==> src/hw/rtl/erle_pkg.sv <==
`timescale 1ns / 1ps

package erle_pkg;

    localparam int unsigned MAX_REPEAT_DEF = 65536;
    localparam int unsigned QUEUE_DEPTH    = 2;
    localparam int unsigned MAX_RESULTS    = 3;

    localparam logic [7:0] CH_TILDE  = 8'h7E;
    localparam logic [7:0] CH_COLON  = 8'h3A;
    localparam logic [7:0] CH_BSLASH = 8'h5C;
    localparam logic [7:0] CH_LOW_X  = 8'h78;
    localparam logic [7:0] CH_LOW_N  = 8'h6E;
    localparam logic [7:0] CH_LOW_T  = 8'h74;
    localparam logic [7:0] CH_ZERO   = 8'h30;
    localparam logic [7:0] CH_NINE   = 8'h39;
    localparam logic [7:0] BYTE_LF   = 8'h0A;
    localparam logic [7:0] BYTE_TAB  = 8'h09;

    typedef enum logic [2:0] {
        ST_OK            = 3'd0,
        ST_SHORT_HEX     = 3'd1,
        ST_BAD_HEX       = 3'd2,
        ST_BAD_NUMBER    = 3'd3,
        ST_TOO_LARGE     = 3'd4,
        ST_MISSING_VALUE = 3'd5
    } t_status;

    typedef enum logic [2:0] {
        M_IDLE   = 3'd0,
        M_ESC    = 3'd1,
        M_HEX0   = 3'd2,
        M_HEX1   = 3'd3,
        M_TILDE  = 3'd4,
        M_DIGITS = 3'd5,
        M_VALUE  = 3'd6,
        M_DRAIN  = 3'd7
    } t_mode;

    typedef struct packed {
        logic [7:0]  run_byte;
        logic [16:0] run_length;
        logic        is_status;
        t_status     status_code;
    } t_result;

    // all results caused by one input word
    typedef struct packed {
        logic [1:0]                  cnt;
        t_result [MAX_RESULTS-1:0]   res;
    } t_bundle;

    function automatic t_result mk_res(logic [7:0] b, logic [16:0] len, logic st,
                                       t_status code);
        t_result r;
        r.run_byte    = b;
        r.run_length  = len;
        r.is_status   = st;
        r.status_code = code;
        return r;
    endfunction

endpackage

==> src/hw/rtl/erle_front.sv <==
`timescale 1ns / 1ps

module erle_front #(
    parameter int unsigned MAX_REPEAT = erle_pkg::MAX_REPEAT_DEF
) (
    input  logic              i_clk,
    input  logic              i_rst_n,
    input  logic              i_valid,
    output logic              o_stall,
    input  logic [7:0]        i_char_in,
    input  logic              i_has_char,
    input  logic              i_payload_end,
    input  logic              i_full,
    output logic              o_push,
    output erle_pkg::t_bundle o_bundle
);

    erle_pkg::t_mode r_mode, n_mode;
    logic [3:0]      r_high_nibble, n_high_nibble;
    logic            r_hex_invalid, n_hex_invalid;
    logic [63:0]     r_accum, n_accum;
    logic            r_overflow, n_overflow;
    logic            r_octal, n_octal;
    logic            r_oct_inv, n_oct_inv;

    logic            w_acc;
    logic            w_digit;
    logic [3:0]      w_d;
    logic [3:0]      w_nib;
    logic            w_nib_ok;
    logic [67:0]     w_dec;
    logic            w_idle_go;
    logic [1:0]      w_cnt;
    erle_pkg::t_result [erle_pkg::MAX_RESULTS-1:0] w_res;

    assign w_acc   = i_valid && !i_full;
    assign o_stall = i_full;
    assign w_digit = (i_char_in >= erle_pkg::CH_ZERO) && (i_char_in <= erle_pkg::CH_NINE);
    assign w_d     = i_char_in[3:0];
    assign w_dec   = ({4'd0, r_accum} << 3) + ({4'd0, r_accum} << 1) + {64'd0, w_d};

    always_comb begin
        w_nib_ok = 1'b1;
        w_nib    = 4'd0;
        if (w_digit) begin
            w_nib = i_char_in[3:0];
        end else if ((i_char_in >= 8'h61 && i_char_in <= 8'h66)
                  || (i_char_in >= 8'h41 && i_char_in <= 8'h46)) begin
            w_nib = i_char_in[3:0] + 4'd9;
        end else begin
            w_nib_ok = 1'b0;
        end
    end

    always_comb begin
        n_mode        = r_mode;
        n_high_nibble = r_high_nibble;
        n_hex_invalid = r_hex_invalid;
        n_accum       = r_accum;
        n_overflow    = r_overflow;
        n_octal       = r_octal;
        n_oct_inv     = r_oct_inv;
        w_idle_go     = 1'b0;
        w_cnt         = 2'd0;
        w_res         = '0;

        if (w_acc && i_has_char) begin
            unique case (r_mode)
                erle_pkg::M_IDLE: begin
                    w_idle_go = 1'b1;
                end
                erle_pkg::M_ESC: begin
                    n_mode = erle_pkg::M_IDLE;
                    if (i_char_in == erle_pkg::CH_LOW_N) begin
                        w_res[w_cnt] = erle_pkg::mk_res(erle_pkg::BYTE_LF, 17'd1, 1'b0,
                                                        erle_pkg::ST_OK);
                        w_cnt = w_cnt + 2'd1;
                    end else if (i_char_in == erle_pkg::CH_LOW_T) begin
                        w_res[w_cnt] = erle_pkg::mk_res(erle_pkg::BYTE_TAB, 17'd1, 1'b0,
                                                        erle_pkg::ST_OK);
                        w_cnt = w_cnt + 2'd1;
                    end else if (i_char_in == erle_pkg::CH_LOW_X) begin
                        n_mode = erle_pkg::M_HEX0;
                    end else begin
                        w_res[w_cnt] = erle_pkg::mk_res(i_char_in, 17'd1, 1'b0,
                                                        erle_pkg::ST_OK);
                        w_cnt = w_cnt + 2'd1;
                    end
                end
                erle_pkg::M_HEX0: begin
                    n_hex_invalid = !w_nib_ok;
                    n_high_nibble = w_nib;
                    n_mode        = erle_pkg::M_HEX1;
                end
                erle_pkg::M_HEX1: begin
                    if (!w_nib_ok || r_hex_invalid) begin
                        w_res[w_cnt] = erle_pkg::mk_res(8'h00, 17'd0, 1'b1,
                                                        erle_pkg::ST_BAD_HEX);
                        w_cnt  = w_cnt + 2'd1;
                        n_mode = erle_pkg::M_DRAIN;
                    end else begin
                        w_res[w_cnt] = erle_pkg::mk_res({r_high_nibble, w_nib}, 17'd1, 1'b0,
                                                        erle_pkg::ST_OK);
                        w_cnt  = w_cnt + 2'd1;
                        n_mode = erle_pkg::M_IDLE;
                    end
                end
                erle_pkg::M_TILDE: begin
                    if (w_digit) begin
                        n_octal = (i_char_in == erle_pkg::CH_ZERO);
                        n_accum = {60'd0, w_d};
                        n_mode  = erle_pkg::M_DIGITS;
                    end else begin
                        w_res[w_cnt] = erle_pkg::mk_res(erle_pkg::CH_TILDE, 17'd1, 1'b0,
                                                        erle_pkg::ST_OK);
                        w_cnt     = w_cnt + 2'd1;
                        w_idle_go = 1'b1;
                    end
                end
                erle_pkg::M_DIGITS: begin
                    if (w_digit) begin
                        if (r_octal) begin
                            if (w_d > 4'd7) n_oct_inv = 1'b1;
                            if (|r_accum[63:61]) n_overflow = 1'b1;
                            n_accum = {r_accum[60:0], w_d[2:0]};
                        end else begin
                            if (|w_dec[67:64]) n_overflow = 1'b1;
                            n_accum = w_dec[63:0];
                        end
                    end else if (i_char_in == erle_pkg::CH_COLON) begin
                        if (r_overflow || r_oct_inv) begin
                            w_res[w_cnt] = erle_pkg::mk_res(8'h00, 17'd0, 1'b1,
                                                            erle_pkg::ST_BAD_NUMBER);
                            w_cnt  = w_cnt + 2'd1;
                            n_mode = erle_pkg::M_DRAIN;
                        end else if (r_accum > 64'(MAX_REPEAT)) begin
                            w_res[w_cnt] = erle_pkg::mk_res(8'h00, 17'd0, 1'b1,
                                                            erle_pkg::ST_TOO_LARGE);
                            w_cnt  = w_cnt + 2'd1;
                            n_mode = erle_pkg::M_DRAIN;
                        end else begin
                            n_mode = erle_pkg::M_VALUE;
                        end
                    end else begin
                        w_res[w_cnt] = erle_pkg::mk_res(erle_pkg::CH_TILDE, 17'd1, 1'b0,
                                                        erle_pkg::ST_OK);
                        w_cnt     = w_cnt + 2'd1;
                        w_idle_go = 1'b1;
                    end
                end
                erle_pkg::M_VALUE: begin
                    w_res[w_cnt] = erle_pkg::mk_res(i_char_in, r_accum[16:0], 1'b0,
                                                    erle_pkg::ST_OK);
                    w_cnt  = w_cnt + 2'd1;
                    n_mode = erle_pkg::M_IDLE;
                end
                erle_pkg::M_DRAIN: begin
                end
                default: begin
                end
            endcase

            if (w_idle_go) begin
                priority if (i_char_in == erle_pkg::CH_BSLASH) begin
                    n_mode = erle_pkg::M_ESC;
                end else if (i_char_in == erle_pkg::CH_TILDE) begin
                    n_mode     = erle_pkg::M_TILDE;
                    n_accum    = 64'd0;
                    n_overflow = 1'b0;
                    n_octal    = 1'b0;
                    n_oct_inv  = 1'b0;
                end else begin
                    w_res[w_cnt] = erle_pkg::mk_res(i_char_in, 17'd1, 1'b0, erle_pkg::ST_OK);
                    w_cnt  = w_cnt + 2'd1;
                    n_mode = erle_pkg::M_IDLE;
                end
            end
        end

        if (w_acc && i_payload_end) begin
            unique case (n_mode)
                erle_pkg::M_IDLE: begin
                    w_res[w_cnt] = erle_pkg::mk_res(8'h00, 17'd0, 1'b1, erle_pkg::ST_OK);
                    w_cnt = w_cnt + 2'd1;
                end
                erle_pkg::M_ESC: begin
                    w_res[w_cnt] = erle_pkg::mk_res(erle_pkg::CH_BSLASH, 17'd1, 1'b0,
                                                    erle_pkg::ST_OK);
                    w_cnt = w_cnt + 2'd1;
                    w_res[w_cnt] = erle_pkg::mk_res(8'h00, 17'd0, 1'b1, erle_pkg::ST_OK);
                    w_cnt = w_cnt + 2'd1;
                end
                erle_pkg::M_HEX0, erle_pkg::M_HEX1: begin
                    w_res[w_cnt] = erle_pkg::mk_res(8'h00, 17'd0, 1'b1,
                                                    erle_pkg::ST_SHORT_HEX);
                    w_cnt = w_cnt + 2'd1;
                end
                erle_pkg::M_TILDE, erle_pkg::M_DIGITS: begin
                    w_res[w_cnt] = erle_pkg::mk_res(erle_pkg::CH_TILDE, 17'd1, 1'b0,
                                                    erle_pkg::ST_OK);
                    w_cnt = w_cnt + 2'd1;
                    w_res[w_cnt] = erle_pkg::mk_res(8'h00, 17'd0, 1'b1, erle_pkg::ST_OK);
                    w_cnt = w_cnt + 2'd1;
                end
                erle_pkg::M_VALUE: begin
                    w_res[w_cnt] = erle_pkg::mk_res(8'h00, 17'd0, 1'b1,
                                                    erle_pkg::ST_MISSING_VALUE);
                    w_cnt = w_cnt + 2'd1;
                end
                erle_pkg::M_DRAIN: begin
                end
                default: begin
                end
            endcase
            n_mode        = erle_pkg::M_IDLE;
            n_high_nibble = 4'd0;
            n_hex_invalid = 1'b0;
            n_accum       = 64'd0;
            n_overflow    = 1'b0;
            n_octal       = 1'b0;
            n_oct_inv     = 1'b0;
        end
    end

    assign o_push        = w_acc && (w_cnt != 2'd0);
    assign o_bundle.cnt  = w_cnt;
    assign o_bundle.res  = w_res;

    always_ff @(posedge i_clk) begin
        if (!i_rst_n) begin
            r_mode        <= erle_pkg::M_IDLE;
            r_high_nibble <= 4'd0;
            r_hex_invalid <= 1'b0;
            r_accum       <= 64'd0;
            r_overflow    <= 1'b0;
            r_octal       <= 1'b0;
            r_oct_inv     <= 1'b0;
        end else begin
            r_mode        <= n_mode;
            r_high_nibble <= n_high_nibble;
            r_hex_invalid <= n_hex_invalid;
            r_accum       <= n_accum;
            r_overflow    <= n_overflow;
            r_octal       <= n_octal;
            r_oct_inv     <= n_oct_inv;
        end
    end

    a_end_clears: assert property (@(posedge i_clk) disable iff (!i_rst_n)
        (w_acc && i_payload_end) |=> (r_mode == erle_pkg::M_IDLE && r_accum == 64'd0))
        else $error("mode not cleared after payload end");

    a_no_push_full: assert property (@(posedge i_clk) disable iff (!i_rst_n)
        o_push |-> !i_full)
        else $error("push into full queue");

endmodule

==> src/hw/rtl/erle_queue.sv <==
`timescale 1ns / 1ps

module erle_queue (
    input  logic              i_clk,
    input  logic              i_rst_n,
    input  logic              i_push,
    input  erle_pkg::t_bundle i_wdata,
    output logic              o_full,
    output logic              o_nempty,
    output erle_pkg::t_bundle o_rdata,
    input  logic              i_pop
);

    localparam int unsigned PW = (erle_pkg::QUEUE_DEPTH > 1) ?
                                 $clog2(erle_pkg::QUEUE_DEPTH) : 1;
    localparam int unsigned CW = $clog2(erle_pkg::QUEUE_DEPTH + 1);

    erle_pkg::t_bundle r_mem [erle_pkg::QUEUE_DEPTH];
    logic [PW-1:0]     r_wr, r_rd;
    logic [CW-1:0]     r_count;

    assign o_full   = (r_count == CW'(erle_pkg::QUEUE_DEPTH));
    assign o_nempty = (r_count != '0);
    assign o_rdata  = r_mem[r_rd];

    function automatic logic [PW-1:0] ptr_inc(logic [PW-1:0] p);
        return (p == PW'(erle_pkg::QUEUE_DEPTH - 1)) ? '0 : p + PW'(1);
    endfunction

    always_ff @(posedge i_clk) begin
        if (i_push) begin
            r_mem[r_wr] <= i_wdata;
        end
    end

    always_ff @(posedge i_clk) begin
        if (!i_rst_n) begin
            r_wr    <= '0;
            r_rd    <= '0;
            r_count <= '0;
        end else begin
            if (i_push) r_wr <= ptr_inc(r_wr);
            if (i_pop)  r_rd <= ptr_inc(r_rd);
            if (i_push && !i_pop)      r_count <= r_count + CW'(1);
            else if (!i_push && i_pop) r_count <= r_count - CW'(1);
        end
    end

    a_pop_nempty: assert property (@(posedge i_clk) disable iff (!i_rst_n)
        i_pop |-> o_nempty)
        else $error("pop from empty queue");

endmodule

==> src/hw/rtl/erle_back.sv <==
`timescale 1ns / 1ps

module erle_back (
    input  logic              i_clk,
    input  logic              i_rst_n,
    input  logic              i_q_nempty,
    input  erle_pkg::t_bundle i_q_data,
    output logic              o_q_pop,
    output logic              o_valid,
    input  logic              i_stall,
    output logic [7:0]        o_run_byte,
    output logic [16:0]       o_run_length,
    output logic              o_is_status,
    output logic [2:0]        o_status_code,
    output logic              o_item_last
);

    logic              r_valid;
    logic [1:0]        r_idx;
    erle_pkg::t_result r_out;
    logic              r_last;
    logic              w_load;
    logic              w_is_last;

    assign w_load    = i_q_nempty && (!r_valid || !i_stall);
    assign w_is_last = (r_idx == i_q_data.cnt - 2'd1);
    assign o_q_pop   = w_load && w_is_last;

    always_ff @(posedge i_clk) begin
        if (!i_rst_n) begin
            r_valid <= 1'b0;
            r_idx   <= 2'd0;
        end else if (w_load) begin
            r_valid <= 1'b1;
            r_idx   <= w_is_last ? 2'd0 : r_idx + 2'd1;
        end else if (!i_stall) begin
            r_valid <= 1'b0;
        end
    end

    always_ff @(posedge i_clk) begin
        if (w_load) begin
            r_out  <= i_q_data.res[r_idx];
            r_last <= w_is_last;
        end
    end

    assign o_valid       = r_valid;
    assign o_run_byte    = r_out.run_byte;
    assign o_run_length  = r_out.run_length;
    assign o_is_status   = r_out.is_status;
    assign o_status_code = r_out.status_code;
    assign o_item_last   = r_last;

    a_status_last: assert property (@(posedge i_clk) disable iff (!i_rst_n)
        (r_valid && r_out.is_status) |-> r_last)
        else $error("status word not last of its item");

    a_status_fields: assert property (@(posedge i_clk) disable iff (!i_rst_n)
        (r_valid && r_out.is_status) |-> (r_out.run_length == 17'd0
                                         && r_out.run_byte == 8'h00))
        else $error("status word carries run data");

endmodule

==> src/hw/rtl/escaped_run_length_expander_top.sv <==
// A result word is written into the queue, then registered in the result stage.
// Throughput: one input word per cycle while i_stall is low and each word yields
//   at most one result; the k results (k up to 3) of a word leave one at a time.
// A two-entry queue of per-word result groups sits between parser and result stage.
// Reset: synchronous active-low i_rst_n clears parser state, queue and output valid.
`timescale 1ns / 1ps

module escaped_run_length_expander_top #(
    parameter int unsigned MAX_REPEAT = erle_pkg::MAX_REPEAT_DEF
) (
    input  logic        i_clk,
    input  logic        i_rst_n,
    input  logic        i_valid,
    output logic        o_stall,
    input  logic [7:0]  i_char_in,
    input  logic        i_has_char,
    input  logic        i_payload_end,
    output logic        o_valid,
    input  logic        i_stall,
    output logic [7:0]  o_run_byte,
    output logic [16:0] o_run_length,
    output logic        o_is_status,
    output logic [2:0]  o_status_code,
    output logic        o_item_last
);

    logic              w_push;
    logic              w_full;
    logic              w_nempty;
    logic              w_pop;
    erle_pkg::t_bundle w_wdata;
    erle_pkg::t_bundle w_rdata;

    erle_front #(
        .MAX_REPEAT(MAX_REPEAT)
    ) u_front (
        .i_clk         (i_clk),
        .i_rst_n       (i_rst_n),
        .i_valid       (i_valid),
        .o_stall       (o_stall),
        .i_char_in     (i_char_in),
        .i_has_char    (i_has_char),
        .i_payload_end (i_payload_end),
        .i_full        (w_full),
        .o_push        (w_push),
        .o_bundle      (w_wdata)
    );

    erle_queue u_queue (
        .i_clk    (i_clk),
        .i_rst_n  (i_rst_n),
        .i_push   (w_push),
        .i_wdata  (w_wdata),
        .o_full   (w_full),
        .o_nempty (w_nempty),
        .o_rdata  (w_rdata),
        .i_pop    (w_pop)
    );

    erle_back u_back (
        .i_clk         (i_clk),
        .i_rst_n       (i_rst_n),
        .i_q_nempty    (w_nempty),
        .i_q_data      (w_rdata),
        .o_q_pop       (w_pop),
        .o_valid       (o_valid),
        .i_stall       (i_stall),
        .o_run_byte    (o_run_byte),
        .o_run_length  (o_run_length),
        .o_is_status   (o_is_status),
        .o_status_code (o_status_code),
        .o_item_last   (o_item_last)
    );

endmodule
==> config.mk <==
export PLATFORM = sky130hd
export DESIGN_NAME = escaped_run_length_expander_top
export DESIGN_NICKNAME = d
export VERILOG_FILES = /design/src/hw/rtl/erle_pkg.sv /design/src/hw/rtl/erle_front.sv /design/src/hw/rtl/erle_queue.sv /design/src/hw/rtl/erle_back.sv /design/src/hw/rtl/escaped_run_length_expander_top.sv
export SDC_FILE = /design/constraint.sdc
export NUM_CORES = 1
export LEC_CHECK = 0
export ABC_AREA = 1
export BUFFER_PORTS_ARGS = -buffer_cell sky130_fd_sc_hd__clkbuf_2
export CAP_MARGIN = 20
export CORE_ASPECT_RATIO = 0.5
export CORE_MARGIN = 3
export CORE_UTILIZATION = 58
export CTS_CLUSTER_DIAMETER = 30
export DETAILED_ROUTE_END_ITERATION = 8
export GPL_TIMING_DRIVEN = 0
export HOLD_SLACK_MARGIN = 0.15
export PLACE_DENSITY_LB_ADDON = 0.1
export SETUP_SLACK_MARGIN = 0.5
export SLEW_MARGIN = 20
export SYNTH_ARGS = -nofsm -noshare
export SYNTH_HDL_FRONTEND = slang
export SYNTH_SLANG_ARGS = --single-unit
==> constraint.sdc <==
create_clock -name i_clk -period 5.8 [get_ports i_clk]
set_input_delay 0.29 -clock i_clk [delete_from_list [all_inputs] [get_ports i_clk]]
set_output_delay 0.29 -clock i_clk [all_outputs]
set_load 0.02 [all_outputs]
==> metrics, run 1 <==
status=finished, final reports clean; HPWL Detailed=43000 um; critical path class=register to register; vias in the first global route=15.7k; Finished Core Util=66.0%; initial antenna violation count=1; post-synth cell types=54; Final Worst Setup Slack=1.00 ns; CP Max Fanout=8; Hold WC Path Type=input pin to register; Tot Pwr=5.16 mW; Slew Limit Fails=0; total nets after synthesis=2594; Main synth FF type=edfxtp_1; global-route wire length before repair=84200 um; Final setup viols=0; Detail Route Antenna Nets=0; grt ovf=0; Reg2Reg Setup Slack=1.00 ns; TNS Setup=0 ns; Clock Path Buffers=3; cell depth of the worst min-delay path=3; total die area=30900 um^2; I/O Pins=46; Gate power share=26.3%; Starting Density=59.5%; largest net degree at the start of global routing=33; Pwr Density=280 nW/um^2; Hold WS=0.228 ns; Slew headroom=38.8%; Synthesis Warnings=0; crit path time final=4.80 ns; most frequent cells in the layout=nand2_1, nor2_1, a21oi_1, inv_1, o21ai_0; DR WL/cell=18.5 um; hold_sp=i_char_in[4]; Internal Dissipation=3.40 mW; TritonRoute pass-1 iters=6; share of cells above drive strength 1=6.33%; Final Skew=0.0222 ns; DRC Markers=0; number of flops mapped to enable cells by yosys=126; pre-CTS setup slack=0.816 ns; r2r startpoint=u_front.r_accum[63]; Tcrit/Tclk final=82.7%; FF-to-FF path depth=25; commonest non-fill, non-tap cell in the layout=nand2_1; Final Wtd Congestion=1.07; Die Y=126 um; filler instances=2563; Vias/cell=5.81; Layout area overhead=10.9%; top achievable clock speed=208 MHz; Mapped Avg Cell Area=6.82 um^2; Core Box Area=28000 um^2; all-layer global routing usage=34.4%; Seq/Total Area, Yosys=32.7%; RSZ-0062 raised after global routing=no; Post-synth ARST share=0%; IO buf count=45; cell area after synthesis=16600 um^2; CTS tree=done; # H-tree levels=1; Net Sw Frac=34.1%; CTS root buf=clkbuf_16; r2r endpoint=u_queue.r_count[1]; Post-Route WL=54200 um; # Max-Cap Violations=0; 1st-iter DRT viols=1837; CP endpoint kind=register; actual slew at the worst max-slew pin=0.917 ns; Required @ worst endpoint=6.24 ns; clk slew on worst S/H paths=0.07 ns; n_diodes=0; post-synthesis cell count=2441; flops & latches, synth=209; sequential share of power=39.7%; peak supply drop=317 uV; later-pin clock latency in the skew report=0.56 ns; register area=5450 um^2; Clock Sinks=209; P_sw=1.76 mW; leak pwr=8.05 nW; DIE WIDTH=246 um; Arr. time, crit path=5.24 ns; Clk pwr share=34.0%; Final Hold Viols=0; cts bufs inserted=27; Hold EP=u_queue.r_mem[0][54]; area of the multi-input gates=9850 um^2; startpoint types=register; nets=2675; row count=43; via count=17.0k
-- kinds of logic after synthesis --
| logic type | count (synthesis) | share of synthesized area (%) |
|---|---|---|
| and+or+nand+nor | 1094 | 27.0 |
| adders and majority gates | 139 | 10.5 |
| buffers and inverters | 358 | 8.20 |
| AOI/OAI and AO/OA | 615 | 20.2 |
| xor gates and xnor gates | 24 | 1.26 |
| muxes | 2 | 0.120 |
| DFF | 209 | 32.7 |
-- critical path, cell delays in order (launching register included) --
cell	delay (ns)
dfxtp_1	0.45
nor2_1	0.40
nand2_1	0.10
nor2_1	0.13
nand2_1	0.07
nor2_2	0.24
nand4_1	0.16
nand2_1	0.09
nand2_1	0.10
ha_1	0.29
o21ai_0	0.16
inv_1	0.05
o21ai_0	0.21
inv_1	0.19
ha_1	0.31
inv_1	0.20
nand2_1	0.10
a21oi_1	0.18
nand2_1	0.07
nand2_1	0.27
nand2_1	0.11
ha_1	0.34
a21oi_1	0.14
o21ai_0	0.12
o21ai_0	0.15
a21oi_1	0.05
-- per-layer routing --
metal,vias up,track usage [%],part of all wire [%]
met5,-,0,0.042
met4,2,12.2,3.7
met3,153,6.04,9.1
met2,780,55.3,44
met1,7671,46.8,43
li1,8398,-,-
-- cell usage after synthesis, drive strengths merged (11+ instances only) --
master	count	area, um^2
xor2	16	140
clkbuf	68	255
nand4	21	131
nor3	19	95.1
nand2	589	2230
nor2	319	1240
buf	12	60.1
o22ai	11	68.8
or2	17	106
edfxtp	126	3780
nand3	111	561
ha	137	1710
inv	278	1050
o21ai	250	1270
a21oi	278	1390
dfxtp	83	1660
a31oi	11	68.8
o211ai	20	150
-- stage by stage --
| stage | area, um^2 | instances |
|---|---|---|
| after floorplan | 16600 | 2441 |
| after global placement | 17300 | 2868 |
| after detailed placement | 17500 | 2872 |
| after CTS | 18500 | 2925 |
| after global routing | 18500 | 2925 |
| final | 18500 | 2925 |
-- how the worst max path moves through the flow --
| stage | start | end | slack [ns] | cells after the start |
|---|---|---|---|---|
| 6_report | u_front.r_accum[63] | u_queue.r_count[1] | 1.00 | 25 |
| 5_1_grt | u_front.r_accum[63] | u_queue.r_count[1] | 0.62 | 25 |
| 4_1_cts | u_front.r_accum[63] | u_queue.r_count[1] | 1.03 | 25 |
| 3_3_place_gp | i_char_in[0] | u_queue.r_mem[1][17] | -0.29 | 24 |
| 3_5_place_dp | i_char_in[0] | u_queue.r_count[1] | 0.82 | 29 |
| 2_1_floorplan | i_char_in[1] | u_queue.r_mem[1][0] | 1.26 | 22 |
-- flip-flops by register name, summed over array words and instances (netlist names), 3 cells and up, named ones only --
| name | count |
|---|---|
| u_back.o_status_code | 3 |
| u_front.r_high_nibble | 4 |
| u_front.r_mode | 3 |
| u_back.o_run_byte | 8 |
| u_front.r_accum | 64 |
| u_back.o_run_length | 17 |
| u_queue.r_mem | 96 |
-- cell type report --
cell class              count  area share (%)
clock inverters            20            1.38
repair buffers             52            1.98
clock buffers              30            3.78
flip-flops and latches    209            29.5
inverters                 278            5.68
multi-input cells        1874            53.4
well taps                 382            2.59
plain buffers              80            1.71
-- power groups by stage --
| stage | combinational (mW) | sequential (mW) | clock, mW |
|---|---|---|---|
| 2_1_floorplan | 0.718 | 2.22 | 0 |
| 3_3_place_gp | 1.25 | 2.09 | 0 |
| 3_5_place_dp | 1.34 | 2.08 | 0 |
| 4_1_cts | 1.36 | 2.05 | 1.77 |
| 5_1_grt | 1.50 | 2.08 | 1.83 |
| 6_report | 1.36 | 2.05 | 1.76 |
-- repair_timing --
item / in CTS / in global routing
setup endpoints to repair: 0 / 1
endpoints found under the hold margin: 8 / 0
gates resized for setup: 0 / 1
hold buffers: 3 / 0
setup buffers: 0 / 0
Power figures use the tool's default switching activity.
==> run 2, diff against run 1 <==
clock period = 4.1 ns   (was 5.8 ns; I/O delays follow)
==> run 2 against run 1 <==
Flip-flop and latch count unchanged. First-iteration DRC count rose by 12%. Worst hold slack got worse by 0.029 ns. Final area grew 3.4%. Global-route usage is 0.72 points higher. Clock power rose by 42%. Setup slack lost 0.41 ns. Clock skew increased by 0.0051 ns. Cell count increased by 1.1%. Sequential power up 41%. Critical endpoint is now u_queue.r_mem[1][17].
==> metrics, run 2 (synthesized netlist as in run 1, its figures left out) <==
status=finished, final reports clean; most frequent cells in the layout=nand2_1, nor2_1, a21oi_1, inv_1, o21ai_0; peak supply drop=433 uV (+37%); CP endpoint kind=register; initial antenna violation count=0 (-1); n_diodes=0 (unchanged); Final Hold Viols=0 (unchanged); Clock Path Buffers=3 (unchanged); Internal Dissipation=4.86 mW (+43%); vias in the first global route=15.8k (+0.43%); DRC Markers=0 (unchanged); critical path class=register to register; # H-tree levels=1 (unchanged); clk slew on worst S/H paths=0.06 ns (about the same); startpoint types=register; # Max-Cap Violations=0 (unchanged); Placed Instance Area=17600 um^2 (+0.48%); grt ovf=0 (unchanged); actual slew at the worst max-slew pin=0.863 ns (-0.0543 ns); CTS root buf=clkbuf_16; Clock Sinks=209 (unchanged); Gate power share=27.7% (+1.4 points); Final Wtd Congestion=1.08 (+1.3%); Starting Density=59.5% (unchanged); Biggest register=u_queue.r_mem; Required @ worst endpoint=4.39 ns (-1.85 ns); TNS Setup=0 ns (unchanged); Hold WC Path Type=input pin to register; Tot Pwr=7.46 mW (+44%); Slew Limit Fails=0 (unchanged); IO buf count=45 (unchanged); Core Box Area=28000 um^2 (unchanged); Final Skew=0.0273 ns (+0.00508 ns); 1st-iter DRT viols=2053 (+12%); CP peak stage delay=0.38 ns (-0.07 ns); Detail Route Antenna Nets=0 (unchanged); cell mode on critical path=nand2_2; commonest non-fill, non-tap cell in the layout=nand2_1; row count=43 (unchanged); Slew headroom=42.5% (+3.6 points); TritonRoute pass-1 iters=6 (unchanged); top achievable clock speed=285 MHz (+37%); P_sw=2.60 mW (+48%); Buf+Inv Stages, Crit Path=6 (+3); total die area=30900 um^2 (unchanged); via count=17.6k (+3.5%); Hold WS=0.198 ns (-0.0293 ns); leak pwr=8.26 nW (+2.5%); Pwr Density=391 nW/um^2 (+40%); Layout area overhead=14.7%; Vias/cell=5.95 (+2.3%); Die Y=126 um (unchanged); sequential share of power=38.9% (-0.8 points); critical path's top delay family=simple AND/OR/NAND/NOR gates; post-route design area=19100 um^2 (+3.4%); largest net degree at the start of global routing=33 (unchanged); number of flip-flops in the largest register=96 (unchanged); crit path time final=3.50 ns (-1.29 ns); global-route wire length before repair=86200 um (+2.4%); HPWL Detailed=43100 um (+0.22%); share of cells above drive strength 1=10.4% (+4.1 points); RSZ-0062 raised after global routing=yes; CTS tree=done; Crit-path slowest cell=dfxtp_4; Tcrit/Tclk final=85.5% (+2.8 points); Post-Route WL=56300 um (+3.9%); CP Max Fanout=9 (+1); Net Sw Frac=34.9% (+0.76 points); DIE WIDTH=246 um (unchanged); Arr. time, crit path=3.79 ns (-1.45 ns); I/O Pins=46 (unchanged); Clk pwr share=33.5% (-0.5 points); worst path cell trace=nor2_4 -> nand2_2 -> nor2_2 -> nand2_2 -> nor2_4 -> nand4_1 -> nand2_2 -> nand2_4 -> ha_4 -> o21ai_2 -> inv_2 -> o21ai_4 -> inv_2 -> ha_4 -> inv_1 -> nand3_1 -> nand2_1 -> nand2_4 -> buf_4 -> a21oi_4 -> clkbuf_16 -> clkbuf_16; nets=2708 (+1.2%); all-layer global routing usage=35.1% (+0.72 points); cts bufs inserted=28 (+3.7%); later-pin clock latency in the skew report=0.57 ns (about the same); Final setup viols=0 (unchanged); DR WL/cell=19.0 um (+2.7%)
## run 2: worst paths after layout
path	cells after the start	startpoint	slack [ns]	to
max	22	u_front.r_accum[18]	0.60	u_queue.r_mem[1][17]
min	5	i_char_in[4]	0.20	u_front.r_octal
max reg2reg	22	u_front.r_accum[18]	0.60	u_queue.r_mem[1][17]
min reg2reg	2	u_front.r_oct_inv	0.45	u_front.r_oct_inv
## run 2: per-layer routing
metal	up-vias	track usage [%]	share of wire [%]
li1	8453	-	-
met1	8148	48.7	43
met2	845	56.9	44
met3	150	5.30	8.8
met4	0	10.6	3.5
met5	-	0	0
## run 2: power by group through the flow
stage	clock [mW]	combinational, mW	sequential [mW]
after CTS	2.51	1.94	2.90
after global routing	2.61	2.24	2.93
after floorplan	0	1.03	3.14
final	2.50	2.06	2.90
after global placement	0	1.78	2.94
after detailed placement	0	1.90	2.94
## run 2: what timing repair did
action	CTS	global route
buffers inserted	11	15
setup endpoints to repair	143	121
resized for setup	39	57
pin swaps	7	17
gates cloned	0	2
hold buffers	7	0
hold endpoints to repair	14	0
## run 2: cell type report
| type | instances | area, um^2 |
|---|---|---|
| Fill cell | 2508 | 8890 |
| Tap cell | 382 | 478 |
| Timing Repair Buffer | 84 | 651 |
| Buffer | 80 | 319 |
| Sequential cell | 209 | 5490 |
| Clock buffer | 29 | 704 |
| Inverter | 278 | 1060 |
| Multi-Input combinational cell | 1874 | 10100 |
| Clock inverter | 22 | 262 |
## run 2: per-stage QoR
stage               utilization [%]  setup WS (ns)  std cells
floorplan                         -          0.502       2441
global placement               62.4         -0.742       2868
detailed placement             62.8         -0.396       2872
CTS                            67.1          0.501       2941
global route                   68.2          0.447       2958
finish                         68.2          0.596       2958
## run 2: tightest hold or removal path, delay by kind of cell
family | cells | cell delay [ns]
buf+inv | 2 | 0.29
compound gates | 2 | 0.15
simple gates | 1 | 0.06
